$ cat src/hdl/rtpj_pkg.sv
`default_nettype none

package rtpj_pkg;

    localparam int unsigned RATE_W   = 24;
    localparam int unsigned TS_W     = 32;
    localparam int unsigned ARR_W    = 64;
    localparam int unsigned STATUS_W = 3;
    localparam int unsigned JIT_W    = 32;
    localparam int unsigned ACC_W    = 48;
    localparam int unsigned PC_W     = 4;
    localparam int unsigned CNT_W    = 7;
    localparam int unsigned CDIV_W   = 14;

    // result status codes
    localparam logic [STATUS_W-1:0] ST_NOT_CONFIGURED = 3'd0;
    localparam logic [STATUS_W-1:0] ST_PRIMED         = 3'd1;
    localparam logic [STATUS_W-1:0] ST_FRAGMENT       = 3'd2;
    localparam logic [STATUS_W-1:0] ST_GAP_TOO_LARGE  = 3'd3;
    localparam logic [STATUS_W-1:0] ST_UPDATED        = 3'd4;

    localparam logic [TS_W-1:0]   MAX_STEP  = 32'h00FF_FFFF;
    localparam logic [RATE_W-1:0] NS_PER_MS = 24'd1000000;
    localparam logic [9:0]        MS_PER_S  = 10'd1000;

    // constant divides by reciprocal multiply, one 16-bit digit per pass;
    // ns to ms is a shift by 6 and then a divide by 15625
    localparam int unsigned       NS_SHIFT      = 6;
    localparam logic [CDIV_W-1:0] NS_ODD_DIV    = 14'd15625;
    localparam logic [30:0]       NS_RECIP      = 31'd1125899907;
    localparam int unsigned       NS_RECIP_SH   = 44;
    localparam logic [CDIV_W-1:0] MEAN_DIV      = 14'd10;
    localparam logic [30:0]       MEAN_RECIP    = 31'd1677722;
    localparam int unsigned       MEAN_RECIP_SH = 24;

    // loop counts: digits of a constant divide, quotient bits of the scaled step
    localparam logic [CNT_W-1:0] DIV_C_DIGITS = 7'd4;
    localparam logic [CNT_W-1:0] DIV_T_BITS   = 7'd34;

    // datapath operations
    localparam logic [3:0] OP_LOAD_A  = 4'd0;
    localparam logic [3:0] OP_DIV     = 4'd1;
    localparam logic [3:0] OP_SAVE_A  = 4'd2;
    localparam logic [3:0] OP_LOAD_T  = 4'd3;
    localparam logic [3:0] OP_SUB_T   = 4'd4;
    localparam logic [3:0] OP_SAT_J   = 4'd5;
    localparam logic [3:0] OP_MIX     = 4'd6;
    localparam logic [3:0] OP_LOAD_M  = 4'd7;
    localparam logic [3:0] OP_SAVE_M  = 4'd8;
    localparam logic [3:0] OP_RECIP_Q = 4'd9;
    localparam logic [3:0] OP_RECIP_R = 4'd10;

    // sequencing conditions
    localparam logic [1:0] C_NEXT = 2'd0;
    localparam logic [1:0] C_LOOP = 2'd1;
    localparam logic [1:0] C_END  = 2'd2;

    localparam logic [PC_W-1:0] PC_LAST = 4'd12;

    typedef struct packed {
        logic [3:0]      op;
        logic [1:0]      cond;
        logic [PC_W-1:0] target;
    } t_uword;

    function automatic t_uword uop_rom(input logic [PC_W-1:0] pc);
        t_uword w;
        case (pc)
            4'd0:    w = '{op: OP_LOAD_A,  cond: C_NEXT, target: 4'd0};
            4'd1:    w = '{op: OP_RECIP_Q, cond: C_NEXT, target: 4'd0};
            4'd2:    w = '{op: OP_RECIP_R, cond: C_LOOP, target: 4'd1};
            4'd3:    w = '{op: OP_SAVE_A,  cond: C_NEXT, target: 4'd0};
            4'd4:    w = '{op: OP_LOAD_T,  cond: C_NEXT, target: 4'd0};
            4'd5:    w = '{op: OP_DIV,     cond: C_LOOP, target: 4'd5};
            4'd6:    w = '{op: OP_SUB_T,   cond: C_NEXT, target: 4'd0};
            4'd7:    w = '{op: OP_SAT_J,   cond: C_NEXT, target: 4'd0};
            4'd8:    w = '{op: OP_MIX,     cond: C_NEXT, target: 4'd0};
            4'd9:    w = '{op: OP_LOAD_M,  cond: C_NEXT, target: 4'd0};
            4'd10:   w = '{op: OP_RECIP_Q, cond: C_NEXT, target: 4'd0};
            4'd11:   w = '{op: OP_RECIP_R, cond: C_LOOP, target: 4'd10};
            4'd12:   w = '{op: OP_SAVE_M,  cond: C_END,  target: 4'd0};
            default: w = '{op: OP_SAVE_M,  cond: C_END,  target: 4'd0};
        endcase
        return w;
    endfunction

endpackage

`default_nettype wire

$ cat src/hdl/rtp_jitter_estimator.sv
// rtp interarrival jitter estimator
//
// input channel (i_in_valid / o_in_ready) takes one word per packet: rtp timestamp and
// arrival time in ns. output channel (o_out_valid / i_out_ready) gives one word per
// packet: status, jitter and mean jitter in ms. i_cfg_we writes the clock rate and
// clears all estimator state; write it only while the block is idle.
//
// a packet that is not configured, primes state, is a fragment or has too large a
// timestamp gap is answered in the cycle after acceptance. an update runs a microcoded
// program of 13 steps: the arrival delta and the mean are divided by their constants
// with a reciprocal multiply, one 16-bit quotient digit per pass over 4 digits, and the
// scaled timestamp step by the rate in a restoring divider, one bit per cycle over 34
// bits; the next packet can be taken in the cycle the result is read.
//
// synchronous reset clears the rate (not configured), the state and the output valid flag.
// the input is taken only when the output register is empty or being read, so a
// stalled receiver holds back the next packet; a result waits in the output register.

`default_nettype none

module rtp_jitter_estimator
    import rtpj_pkg::*;
(
    input  wire                      i_clk,
    input  wire                      i_rst_n,
    input  wire                      i_cfg_we,
    input  wire  [RATE_W-1:0]        i_cfg_data,
    input  wire                      i_in_valid,
    output logic                     o_in_ready,
    input  wire  [TS_W-1:0]          i_rtp_timestamp,
    input  wire  [ARR_W-1:0]         i_arrival_ns,
    output logic                     o_out_valid,
    input  wire                      i_out_ready,
    output logic [STATUS_W-1:0]      o_status,
    output logic signed [JIT_W-1:0]  o_jitter_ms,
    output logic signed [JIT_W-1:0]  o_mean_jitter_ms
);

    function automatic logic signed [JIT_W-1:0] sat32(input logic signed [ACC_W-1:0] v);
        logic signed [ACC_W-1:0] hi;
        logic signed [ACC_W-1:0] lo;
        hi = 48'sh0000_7FFF_FFFF;
        lo = 48'shFFFF_8000_0000;
        if (v > hi) begin
            return 32'sh7FFF_FFFF;
        end else if (v < lo) begin
            return 32'sh8000_0000;
        end
        return v[JIT_W-1:0];
    endfunction

    // control and state
    logic [RATE_W-1:0]        r_rate,      n_rate;
    logic                     r_primed,    n_primed;
    logic [TS_W-1:0]          r_last_ts,   n_last_ts;
    logic [ARR_W-1:0]         r_last_arr,  n_last_arr;
    logic signed [JIT_W-1:0]  r_jitter,    n_jitter;
    logic signed [JIT_W-1:0]  r_mean,      n_mean;
    logic                     r_busy,      n_busy;
    logic [PC_W-1:0]          r_pc,        n_pc;
    logic                     r_out_valid, n_out_valid;

    // datapath
    logic [CNT_W-1:0]         r_cnt,        n_cnt;
    logic [ARR_W-1:0]         r_num,        n_num;
    logic [RATE_W-1:0]        r_rem,        n_rem;
    logic [RATE_W-1:0]        r_den,        n_den;
    logic [15:0]              r_q,          n_q;
    logic                     r_csel,       n_csel;
    logic signed [ACC_W-1:0]  r_acc,        n_acc;
    logic                     r_neg,        n_neg;
    logic [RATE_W-1:0]        r_step,       n_step;
    logic [ARR_W-1:0]         r_adelta,     n_adelta;
    logic [STATUS_W-1:0]      r_out_status, n_out_status;
    logic signed [JIT_W-1:0]  r_out_jitter, n_out_jitter;
    logic signed [JIT_W-1:0]  r_out_mean,   n_out_mean;

    t_uword                   w_uw;
    logic                     w_accept;
    logic [TS_W-1:0]          w_step;
    logic [RATE_W:0]          w_rem_sh;
    logic [RATE_W+1:0]        w_diff;
    logic                     w_qbit;
    logic [29:0]              w_cv;
    logic [30:0]              w_crecip;
    logic [CDIV_W-1:0]        w_cden;
    logic [60:0]              w_cprod;
    logic [15:0]              w_cq;
    logic [29:0]              w_cqd;
    logic [29:0]              w_crem;
    logic [33:0]              w_prod;
    logic signed [ACC_W-1:0]  w_mean_x;
    logic signed [ACC_W-1:0]  w_jit_x;
    logic signed [ACC_W-1:0]  w_mag;
    logic signed [ACC_W-1:0]  w_mq;
    logic signed [ACC_W-1:0]  w_mval;
    logic signed [JIT_W-1:0]  w_mean_sat;

    assign w_uw       = uop_rom(r_pc);
    assign o_in_ready = !r_busy && (!r_out_valid || i_out_ready);
    assign w_accept   = i_in_valid && o_in_ready;
    assign w_step     = i_rtp_timestamp - r_last_ts;

    // restoring divider, one quotient bit per cycle shifted into the low end of r_num
    assign w_rem_sh = {r_rem, r_num[ARR_W-1]};
    assign w_diff   = {1'b0, w_rem_sh} - {2'b00, r_den};
    assign w_qbit   = !w_diff[RATE_W+1];

    // constant divide: remainder and top 16-bit digit, quotient digit by reciprocal
    assign w_cv     = {r_rem[CDIV_W-1:0], r_num[ARR_W-1 -: 16]};
    assign w_crecip = r_csel ? MEAN_RECIP : NS_RECIP;
    assign w_cden   = r_csel ? MEAN_DIV : NS_ODD_DIV;
    assign w_cprod  = 61'(w_cv) * 61'(w_crecip);
    assign w_cq     = r_csel ? w_cprod[MEAN_RECIP_SH +: 16] : w_cprod[NS_RECIP_SH +: 16];
    assign w_cqd    = 30'(r_q) * 30'(w_cden);
    assign w_crem   = w_cv - w_cqd;

    assign w_prod     = 34'(r_step) * 34'(MS_PER_S);
    assign w_mean_x   = ACC_W'(r_mean);
    assign w_jit_x    = ACC_W'(r_jitter);
    assign w_mag      = r_acc[ACC_W-1] ? -r_acc : r_acc;
    assign w_mq       = $signed({12'd0, r_num[35:0]});
    assign w_mval     = r_neg ? -w_mq : w_mq;
    assign w_mean_sat = sat32(w_mval);

    always_comb begin
        n_rate       = r_rate;
        n_primed     = r_primed;
        n_last_ts    = r_last_ts;
        n_last_arr   = r_last_arr;
        n_jitter     = r_jitter;
        n_mean       = r_mean;
        n_busy       = r_busy;
        n_pc         = r_pc;
        n_out_valid  = r_out_valid && !i_out_ready;
        n_cnt        = r_cnt;
        n_num        = r_num;
        n_rem        = r_rem;
        n_den        = r_den;
        n_q          = r_q;
        n_csel       = r_csel;
        n_acc        = r_acc;
        n_neg        = r_neg;
        n_step       = r_step;
        n_adelta     = r_adelta;
        n_out_status = r_out_status;
        n_out_jitter = r_out_jitter;
        n_out_mean   = r_out_mean;

        if (i_cfg_we) begin
            n_rate     = i_cfg_data;
            n_primed   = 1'b0;
            n_last_ts  = '0;
            n_last_arr = '0;
            n_jitter   = '0;
            n_mean     = '0;
        end else if (w_accept) begin
            n_out_jitter = r_jitter;
            n_out_mean   = r_mean;
            n_out_valid  = 1'b1;
            if (r_rate == '0) begin
                n_out_status = ST_NOT_CONFIGURED;
            end else if (!r_primed) begin
                n_primed     = 1'b1;
                n_last_ts    = i_rtp_timestamp;
                n_last_arr   = i_arrival_ns;
                n_out_status = ST_PRIMED;
            end else if (i_rtp_timestamp == r_last_ts) begin
                n_out_status = ST_FRAGMENT;
            end else begin
                n_last_ts  = i_rtp_timestamp;
                n_last_arr = i_arrival_ns;
                if (w_step > MAX_STEP) begin
                    n_out_status = ST_GAP_TOO_LARGE;
                end else begin
                    // result comes from the program; output slot is free by then
                    n_out_valid = 1'b0;
                    n_busy      = 1'b1;
                    n_pc        = '0;
                    n_step      = w_step[RATE_W-1:0];
                    n_adelta    = i_arrival_ns - r_last_arr;
                end
            end
        end else if (r_busy) begin
            case (w_uw.op)
                OP_LOAD_A: begin
                    n_num  = r_adelta >> NS_SHIFT;
                    n_rem  = '0;
                    n_csel = 1'b0;
                    n_cnt  = DIV_C_DIGITS;
                end
                OP_RECIP_Q: begin
                    n_q = w_cq;
                end
                OP_RECIP_R: begin
                    n_rem = RATE_W'(w_crem[CDIV_W-1:0]);
                    n_num = {r_num[ARR_W-17:0], r_q};
                    n_cnt = r_cnt - 1'b1;
                end
                OP_DIV: begin
                    n_rem = w_qbit ? w_diff[RATE_W-1:0] : w_rem_sh[RATE_W-1:0];
                    n_num = {r_num[ARR_W-2:0], w_qbit};
                    n_cnt = r_cnt - 1'b1;
                end
                OP_SAVE_A: begin
                    n_acc = $signed({3'd0, r_num[44:0]});
                end
                OP_LOAD_T: begin
                    n_num = {w_prod, 30'd0};
                    n_den = r_rate;
                    n_rem = '0;
                    n_cnt = DIV_T_BITS;
                end
                OP_SUB_T: begin
                    n_acc = r_acc - $signed({14'd0, r_num[33:0]});
                end
                OP_SAT_J: begin
                    n_jitter = sat32(r_acc);
                end
                OP_MIX: begin
                    n_acc = (w_mean_x <<< 3) + w_mean_x + w_jit_x;
                end
                OP_LOAD_M: begin
                    // divide the magnitude, truncating toward zero
                    n_neg  = r_acc[ACC_W-1];
                    n_num  = ARR_W'(w_mag[35:0]);
                    n_rem  = '0;
                    n_csel = 1'b1;
                    n_cnt  = DIV_C_DIGITS;
                end
                OP_SAVE_M: begin
                    n_mean       = w_mean_sat;
                    n_out_valid  = 1'b1;
                    n_out_status = ST_UPDATED;
                    n_out_jitter = r_jitter;
                    n_out_mean   = w_mean_sat;
                end
                default: begin
                    n_acc = r_acc;
                end
            endcase

            case (w_uw.cond)
                C_LOOP: begin
                    if (r_cnt != CNT_W'(1)) begin
                        n_pc = w_uw.target;
                    end else begin
                        n_pc = r_pc + 1'b1;
                    end
                end
                C_END: begin
                    n_busy = 1'b0;
                    n_pc   = '0;
                end
                default: begin
                    n_pc = r_pc + 1'b1;
                end
            endcase
        end
    end

    always_ff @(posedge i_clk) begin
        if (!i_rst_n) begin
            r_rate      <= '0;
            r_primed    <= 1'b0;
            r_last_ts   <= '0;
            r_last_arr  <= '0;
            r_jitter    <= '0;
            r_mean      <= '0;
            r_busy      <= 1'b0;
            r_pc        <= '0;
            r_out_valid <= 1'b0;
        end else begin
            r_rate      <= n_rate;
            r_primed    <= n_primed;
            r_last_ts   <= n_last_ts;
            r_last_arr  <= n_last_arr;
            r_jitter    <= n_jitter;
            r_mean      <= n_mean;
            r_busy      <= n_busy;
            r_pc        <= n_pc;
            r_out_valid <= n_out_valid;
        end
    end

    always_ff @(posedge i_clk) begin
        r_cnt        <= n_cnt;
        r_num        <= n_num;
        r_rem        <= n_rem;
        r_den        <= n_den;
        r_q          <= n_q;
        r_csel       <= n_csel;
        r_acc        <= n_acc;
        r_neg        <= n_neg;
        r_step       <= n_step;
        r_adelta     <= n_adelta;
        r_out_status <= n_out_status;
        r_out_jitter <= n_out_jitter;
        r_out_mean   <= n_out_mean;
    end

    assign o_out_valid      = r_out_valid;
    assign o_status         = r_out_status;
    assign o_jitter_ms      = r_out_jitter;
    assign o_mean_jitter_ms = r_out_mean;

    a_rem_below_den: assert property (@(posedge i_clk) disable iff (!i_rst_n)
        r_busy && w_uw.op == OP_DIV |-> r_rem < r_den)
        else $error("divider remainder not below divisor");

    a_digit_rem_below_div: assert property (@(posedge i_clk) disable iff (!i_rst_n)
        r_busy && w_uw.op == OP_RECIP_Q |-> r_rem < RATE_W'(w_cden))
        else $error("constant divide remainder not below divisor");

    a_div_count_live: assert property (@(posedge i_clk) disable iff (!i_rst_n)
        r_busy && (w_uw.op == OP_DIV || w_uw.op == OP_RECIP_R) |-> r_cnt != '0)
        else $error("divide step entered with zero count");

    a_program_delivers: assert property (@(posedge i_clk) disable iff (!i_rst_n)
        r_busy && r_pc == PC_LAST |=> o_out_valid && o_status == ST_UPDATED && !r_busy)
        else $error("program end did not deliver an update");

    a_unconfigured_reply: assert property (@(posedge i_clk) disable iff (!i_rst_n)
        w_accept && !i_cfg_we && r_rate == '0 |=>
            o_out_valid && o_status == ST_NOT_CONFIGURED && !r_busy)
        else $error("unconfigured packet not answered at once");

endmodule

`default_nettype wire

$ cat config.mk
export PLATFORM = sky130hd
export DESIGN_NAME = rtp_jitter_estimator
export DESIGN_NICKNAME = d
export VERILOG_FILES = /design/src/hdl/rtpj_pkg.sv /design/src/hdl/rtp_jitter_estimator.sv
export SDC_FILE = /design/constraint.sdc
export NUM_CORES = 2
export LEC_CHECK = 0
export BUFFER_PORTS_ARGS = -buffer_cell sky130_fd_sc_hd__buf_2
export CORE_ASPECT_RATIO = 0.75
export CORE_MARGIN = 1.5
export CORE_UTILIZATION = 50
export DETAILED_ROUTE_END_ITERATION = 7
export PLACE_DENSITY = 0.65
export SYNTH_ARGS = -nofsm -noshare
export SYNTH_HDL_FRONTEND = slang
export SYNTH_SLANG_ARGS = --single-unit
export TNS_END_PERCENT = 1
$ cat constraint.sdc
create_clock -name i_clk -period 8.1 [get_ports i_clk]
set_input_delay 0.405 -clock i_clk [delete_from_list [all_inputs] [get_ports i_clk]]
set_output_delay 0.405 -clock i_clk [all_outputs]
set_load 0.005 [all_outputs]
# Word-level counts from Yosys, hierarchy flattened
# Memory sizes are Yosys's and may differ from the RTL's. A register that Yosys moved wholly into a read port is not among the register bits.
# Cells that the tools add are included.
op_classes:
  div: 0
  reduce_logical: 38
  bitwise_logic: 6
  shifts: 0
  addsub: 11
  eq_ne: 20
  multipliers: 3
  n_lt_le_gt_ge: 5
  muxes: 67
op_table:
  columns: ["operator", "n"]
  rows:
  - ["$mux 32", 14]
  - ["$pmux 64 s5", 1]
  - ["$pmux 48 s3", 1]
  - ["$mux 64", 2]
  - ["$gt 48x32->1 const B", 2]
  - ["$lt 48x32->1 const B", 2]
  - ["$pmux 24 s3", 1]
  - ["$sub 64x64->64", 1]
  - ["$mul 30x31->60", 1]
  - ["$mux 48", 1]
  - ["$neg 36->48", 1]
  - ["$sub 48x35->48", 1]
  - ["$add 36x32->37", 1]
  - ["$add 35x32->36", 1]
  - ["$mux 36", 1]
  - ["$mux 4", 9]
  - ["$neg 36->36", 1]
  - ["$reduce_and 4->1", 9]
  - ["$eq 32x32->1", 1]
  - ["$gt 32x24->1 const B", 1]
  - ["$sub 32x32->32", 1]
  - ["$mul 24x7->31 const B", 1]
  - ["$mux 31", 1]
  - ["$sub 25x24->26", 1]
  - ["36 further kinds", 94]
totals:
  ram_bits: 0
  mem_count: 1
  register_bits: 531
  latchBits: 0
  romBits: 160
mem_list:
  columns: ["name", "depth", "word_bits", "rd", "rd_clocked_by_memory_dff", "write_ports", "line", "source"]
  rows:
  - ["(name not given)", 16, 10, 1, 1, 0, "rtpj_pkg.sv:68", "case (pc)"]

# Longest topological paths before layout
depth:
  depth_word: 9
  mapped_depth: 33
  depth_no_buf: 32

# Least setup slack after synthesis
# Ideal clock, no wire load.
synth_path:
  path_type: "register -> register"
  from: "reg r_csel"
  to: "reg r_q[8] (data pin)"
  stages_incl_launch_ff: 32
  t_arrival_ps: 7994
  setup_time_ps: 264
  path_buffers: 4
  required_time_ps: 7836
  setup_slack_ps: -158
  path_cell_list: "edfxtp_1 clkbuf_1 clkbuf_1 clkbuf_1 clkbuf_1 nand2_1 fa_1 inv_1 ha_1 or2_2 fa_1 inv_1 fa_1 inv_1 fa_1 inv_1 fa_1 inv_1 fa_1 fa_1 ha_1 nand4_1 nor3_1 o31ai_1 a21oi_1 o21ai_0 a2111oi_0 nor2_1 o31a_1 o21ai_1 xnor2_1 o21ai_1"
synth_via:
  elab_chain_cells: 3
synth_rtl:
  columns: ["element", "line", "source"]
  rows:
  - ["start, declared", "rtp_jitter_estimator.sv:69", "logic r_csel, n_csel;"]
  - ["start signal, assigned", "rtp_jitter_estimator.sv:292", "r_csel <= n_csel;"]
  - ["$mux 31", "rtp_jitter_estimator.sv:111", "assign w_crecip = r_csel ? MEAN_RECIP : NS_RECIP;"]
  - ["$mul 30x31->60", "rtp_jitter_estimator.sv:113", "assign w_cprod = 61'(w_cv) * 61'(w_crecip);"]
  - ["$mux 16 (*)", "rtp_jitter_estimator.sv:114", "assign w_cq = r_csel ? w_cprod[MEAN_RECIP_SH +: 16] : w_cprod[NS_RECIP_SH +: 16];"]
  - ["net w_cq[8]", "rtp_jitter_estimator.sv:88", "logic [15:0] w_cq;"]
  - ["end signal, assigned", "rtp_jitter_estimator.sv:291", "r_q <= n_q;"]
  - ["end, declared", "rtp_jitter_estimator.sv:68", "logic [15:0] r_q, n_q;"]
# Mark *: on every way through the listed nets, which the timed path passes. The rest lies on a longest branch.
# A chain may end at the register's enable or synchronous reset.

# Worst setup path in the final report
layout_path:
  from: "reg r_csel"
  to: "reg r_q[11] (data pin)"
# The elaborated chain is that of the path after synthesis.

==> run_results.csv <==
group,metric,value,unit
clock_tree,cts-buffers-inserted,60,
placed_design,port-buffer-count,193,
clock_tree,cts-root-buf,"clkbuf_16",
routing,drt_iter0_drc,4798,
sta,slew_headroom,0.1665,
floorplanning,die-area,114900,um^2
placed_design,dp.cells,7565,
clock_tree,ctsHtreeMaxLevel,2,
clock_tree,cts_tree,"yes",
setup_path,cp_max_fo,9,
routing,ant_nets,0,
yosys,synth_warnings,0,
floorplanning,initial_utilization,0.5052,
power_and_ir_drop,powerDensity,105.3,nW/um^2
sta,hold_slack,0.1097,ns
finish,design_area,63440,um^2
yosys,avgSynthCellArea,9.552,um^2
yosys,synth_area_leader_cell,"fa_1",
clock_tree,clk_path_buf_depth,3,
sta,finalSetupTns,0,ns
yosys,ys_seq_elements,534,
routing,routed-via-count,44230,
setup_path,worst-path-buf-inv,5,
floorplanning,ios,194,
finish,layout.nets,7708,
yosys,yosysTopAreaCellShare,0.1987,
yosys,synth-seq-area-share,0.2488,
power_and_ir_drop,power.leakage,29.06,nW
sta,fin_crit_sh,0.9659,
finish,area_delta_synth_final,12.45,%
setup_path,r2r_start,"r_csel",
yosys,synth_edf_count,334,
floorplanning,design.core.area,111700,um^2
setup_path,critPathKind,"flop to flop",
setup_path,crit_family,"adder cells",
job,cap_violations,0,
setup_path,r2r_cells,27,
routing,drtPass1Iterations,7,
setup_path,crit_slowest_cell,"fa_1",
yosys,syn_inst,5906,
routing,drc,0,
global_routing,grt_max_degree,95,
sta,hold_viol_final,0,
global_routing,antenna_found_initial,8,
yosys,synth_common_cells,"929 x inv_1, 773 x ha_1, 560 x fa_1, 424 x nor2_1, 423 x a21oi_1",
sta,timing.fmax,127.8,MHz
global_routing,grt_overflow_total,0,
floorplanning,die_y,293.9,um
placed_design,dp_hpwl,138300,um
setup_path,cp_common_cell,"fa_1",
status,status,"finished clean",
clock_tree,clock_sinks,534,
routing,drt-wirelength-per-cell,22.01,um
sta,finalMaxSlewViolations,0,
clock_tree,clk_pin_slew,0.06,ns
global_routing,grt_pass1_wl,260200,um
floorplanning,die_w,390.9,um
setup_path,cp.arrival,8.20,ns
yosys,ys_top_cells_by_area,"fa_1 20%, edfxtp_1 18%, ha_1 17%",
yosys,synth.most_common_cell,"inv_1",
worst_hold_path,min_from,"i_rst_n",
placed_design,place_area,59650,um^2
setup_path,slowest_delay,0.58,ns
yosys,synth_area,56420,um^2
setup_path,r2r_end,"r_q[11]",
yosys,synth-async-reset-ratio,0,
yosys,synthFlopType,"edfxtp_1",
finish,final_cells,7816,
setup_path,critPathLaunchType,"flop",
global_routing,grt_usage,0.2981,
sta,setup_viol_count_final,0,
setup_path,reg2reg_slack,0.28,ns
worst_hold_path,hp-class,"input port to flop",
clock_tree,clk_latency,0.70,ns
setup_path,crit_path_end_kind,"flop",
floorplanning,num_rows,106,
sta,fin_crit,7.823,ns
worst_hold_path,hold_depth,2,
power_and_ir_drop,irDropWorstVdd,0.1767,mV
sta,worst_pin_slew,1.242,ns
worst_hold_path,worst_hold_path.endpoint,"r_pc[0]",
finish,drive_gt1_frac,0.09473,
placed_design,place.gp.congestion,1.027,
sta,clock_skew,0.08075,ns
global_routing,grt_pass1_vias,42980,
setup_path,critPathRequiredTime,8.48,ns
routing,via_per_inst,5.658,
yosys,synth.distinct_cells,99,
routing,wirelength,172000,um
-- final cells by class --
class                      count  area [um^2]
clock inverter                37        511.7
clock buffer                  77         1647
timing repair buffer         467         3388
fill                        9830        48240
antenna                        2        5.005
multi-input combinational   4254        38450
tap                         1512         1892
sequential                   534        14030
inverter                     933         3507
-- flip-flops by register name (all words and copies together), names as in the netlist, 3 cells and up --
signal / flops
o_jitter_ms: 32
w_uw: 9
r_adelta: 58
r_step: 24
r_jitter: 32
o_status: 3
r_last_arr: 64
r_cnt: 7
r_num: 64
o_mean_jitter_ms: 32
r_pc: 4
r_den: 24
r_acc: 48
r_mean: 32
r_q: 16
r_rem: 24
r_last_ts: 32
r_rate: 24
-- timing repair --
item | CTS | global route
setup endpoints to repair | 2 | 16
hold buffers | 121 | 0
endpoints found under the hold margin | 121 | 0
cloned | 0 | 3
pin swaps | 0 | 36
resized for setup | 1 | 70
buffers inserted | 0 | 11
-- power breakdown --
part           total, mW  internal [mW]  switching (mW)
clock network       3.01           1.74            1.28
registers           2.95           2.93          0.0187
logic              0.715          0.311           0.404
total               6.68           4.98            1.70
-- metal layers --
metal | global-route usage | wire length [um]
met3 | 0.07874 | 19640
met4 | 0.05125 | 3176
met5 | 0 | 39
met2 | 0.4145 | 68240
met1 | 0.4633 | 80940
-- metrics by stage --
stage / util / power (mW) / worst slack (ns)
after floorplan: - / 3.459 / -0.005815
after global placement: 0.5342 / 3.649 / 0.1219
after detailed placement: 0.5342 / 3.658 / 0.08557
after CTS: 0.5644 / 6.703 / 0.03280
after global routing: 0.5681 / 6.898 / -0.08392
final: 0.5681 / 6.677 / 0.2765
-- cell families after synthesis --
| kind of cell | share of synthesized area |
|---|---|
| fa+ha+maj | 0.3702 |
| simple gates | 0.1096 |
| compound gates | 0.1366 |
| buf+inv | 0.07640 |
| flops | 0.2488 |
| xor+xnor | 0.04968 |
| mux | 0.008716 |
| other cells | 0.0001331 |
-- cells in the final DEF (no fill, tap or decap), types with 96 or more instances in the layout --
master / n
fa_1: 550
a21o_1: 144
nor3_1: 96
buf_4: 146
dlygate4sd3_1: 121
nand2_1: 419
inv_1: 922
xnor2_1: 232
a21oi_1: 416
o21ai_0: 240
dfxtp_1: 199
ha_1: 765
edfxtp_1: 334
nor2_1: 416
buf_2: 193
-- how the worst max path moves through the flow --
stage | from | to | slack [ns] | cells after the start
floorplan | r_csel | r_q[8] | -0.006 | 31
global placement | r_csel | r_q[8] | 0.12 | 28
detailed placement | r_csel | r_q[8] | 0.09 | 28
CTS | r_csel | r_q[8] | 0.03 | 28
global route | r_csel | r_q[4] | -0.08 | 30
finish | r_csel | r_q[11] | 0.28 | 27
(Power assumes the default switching activity.)
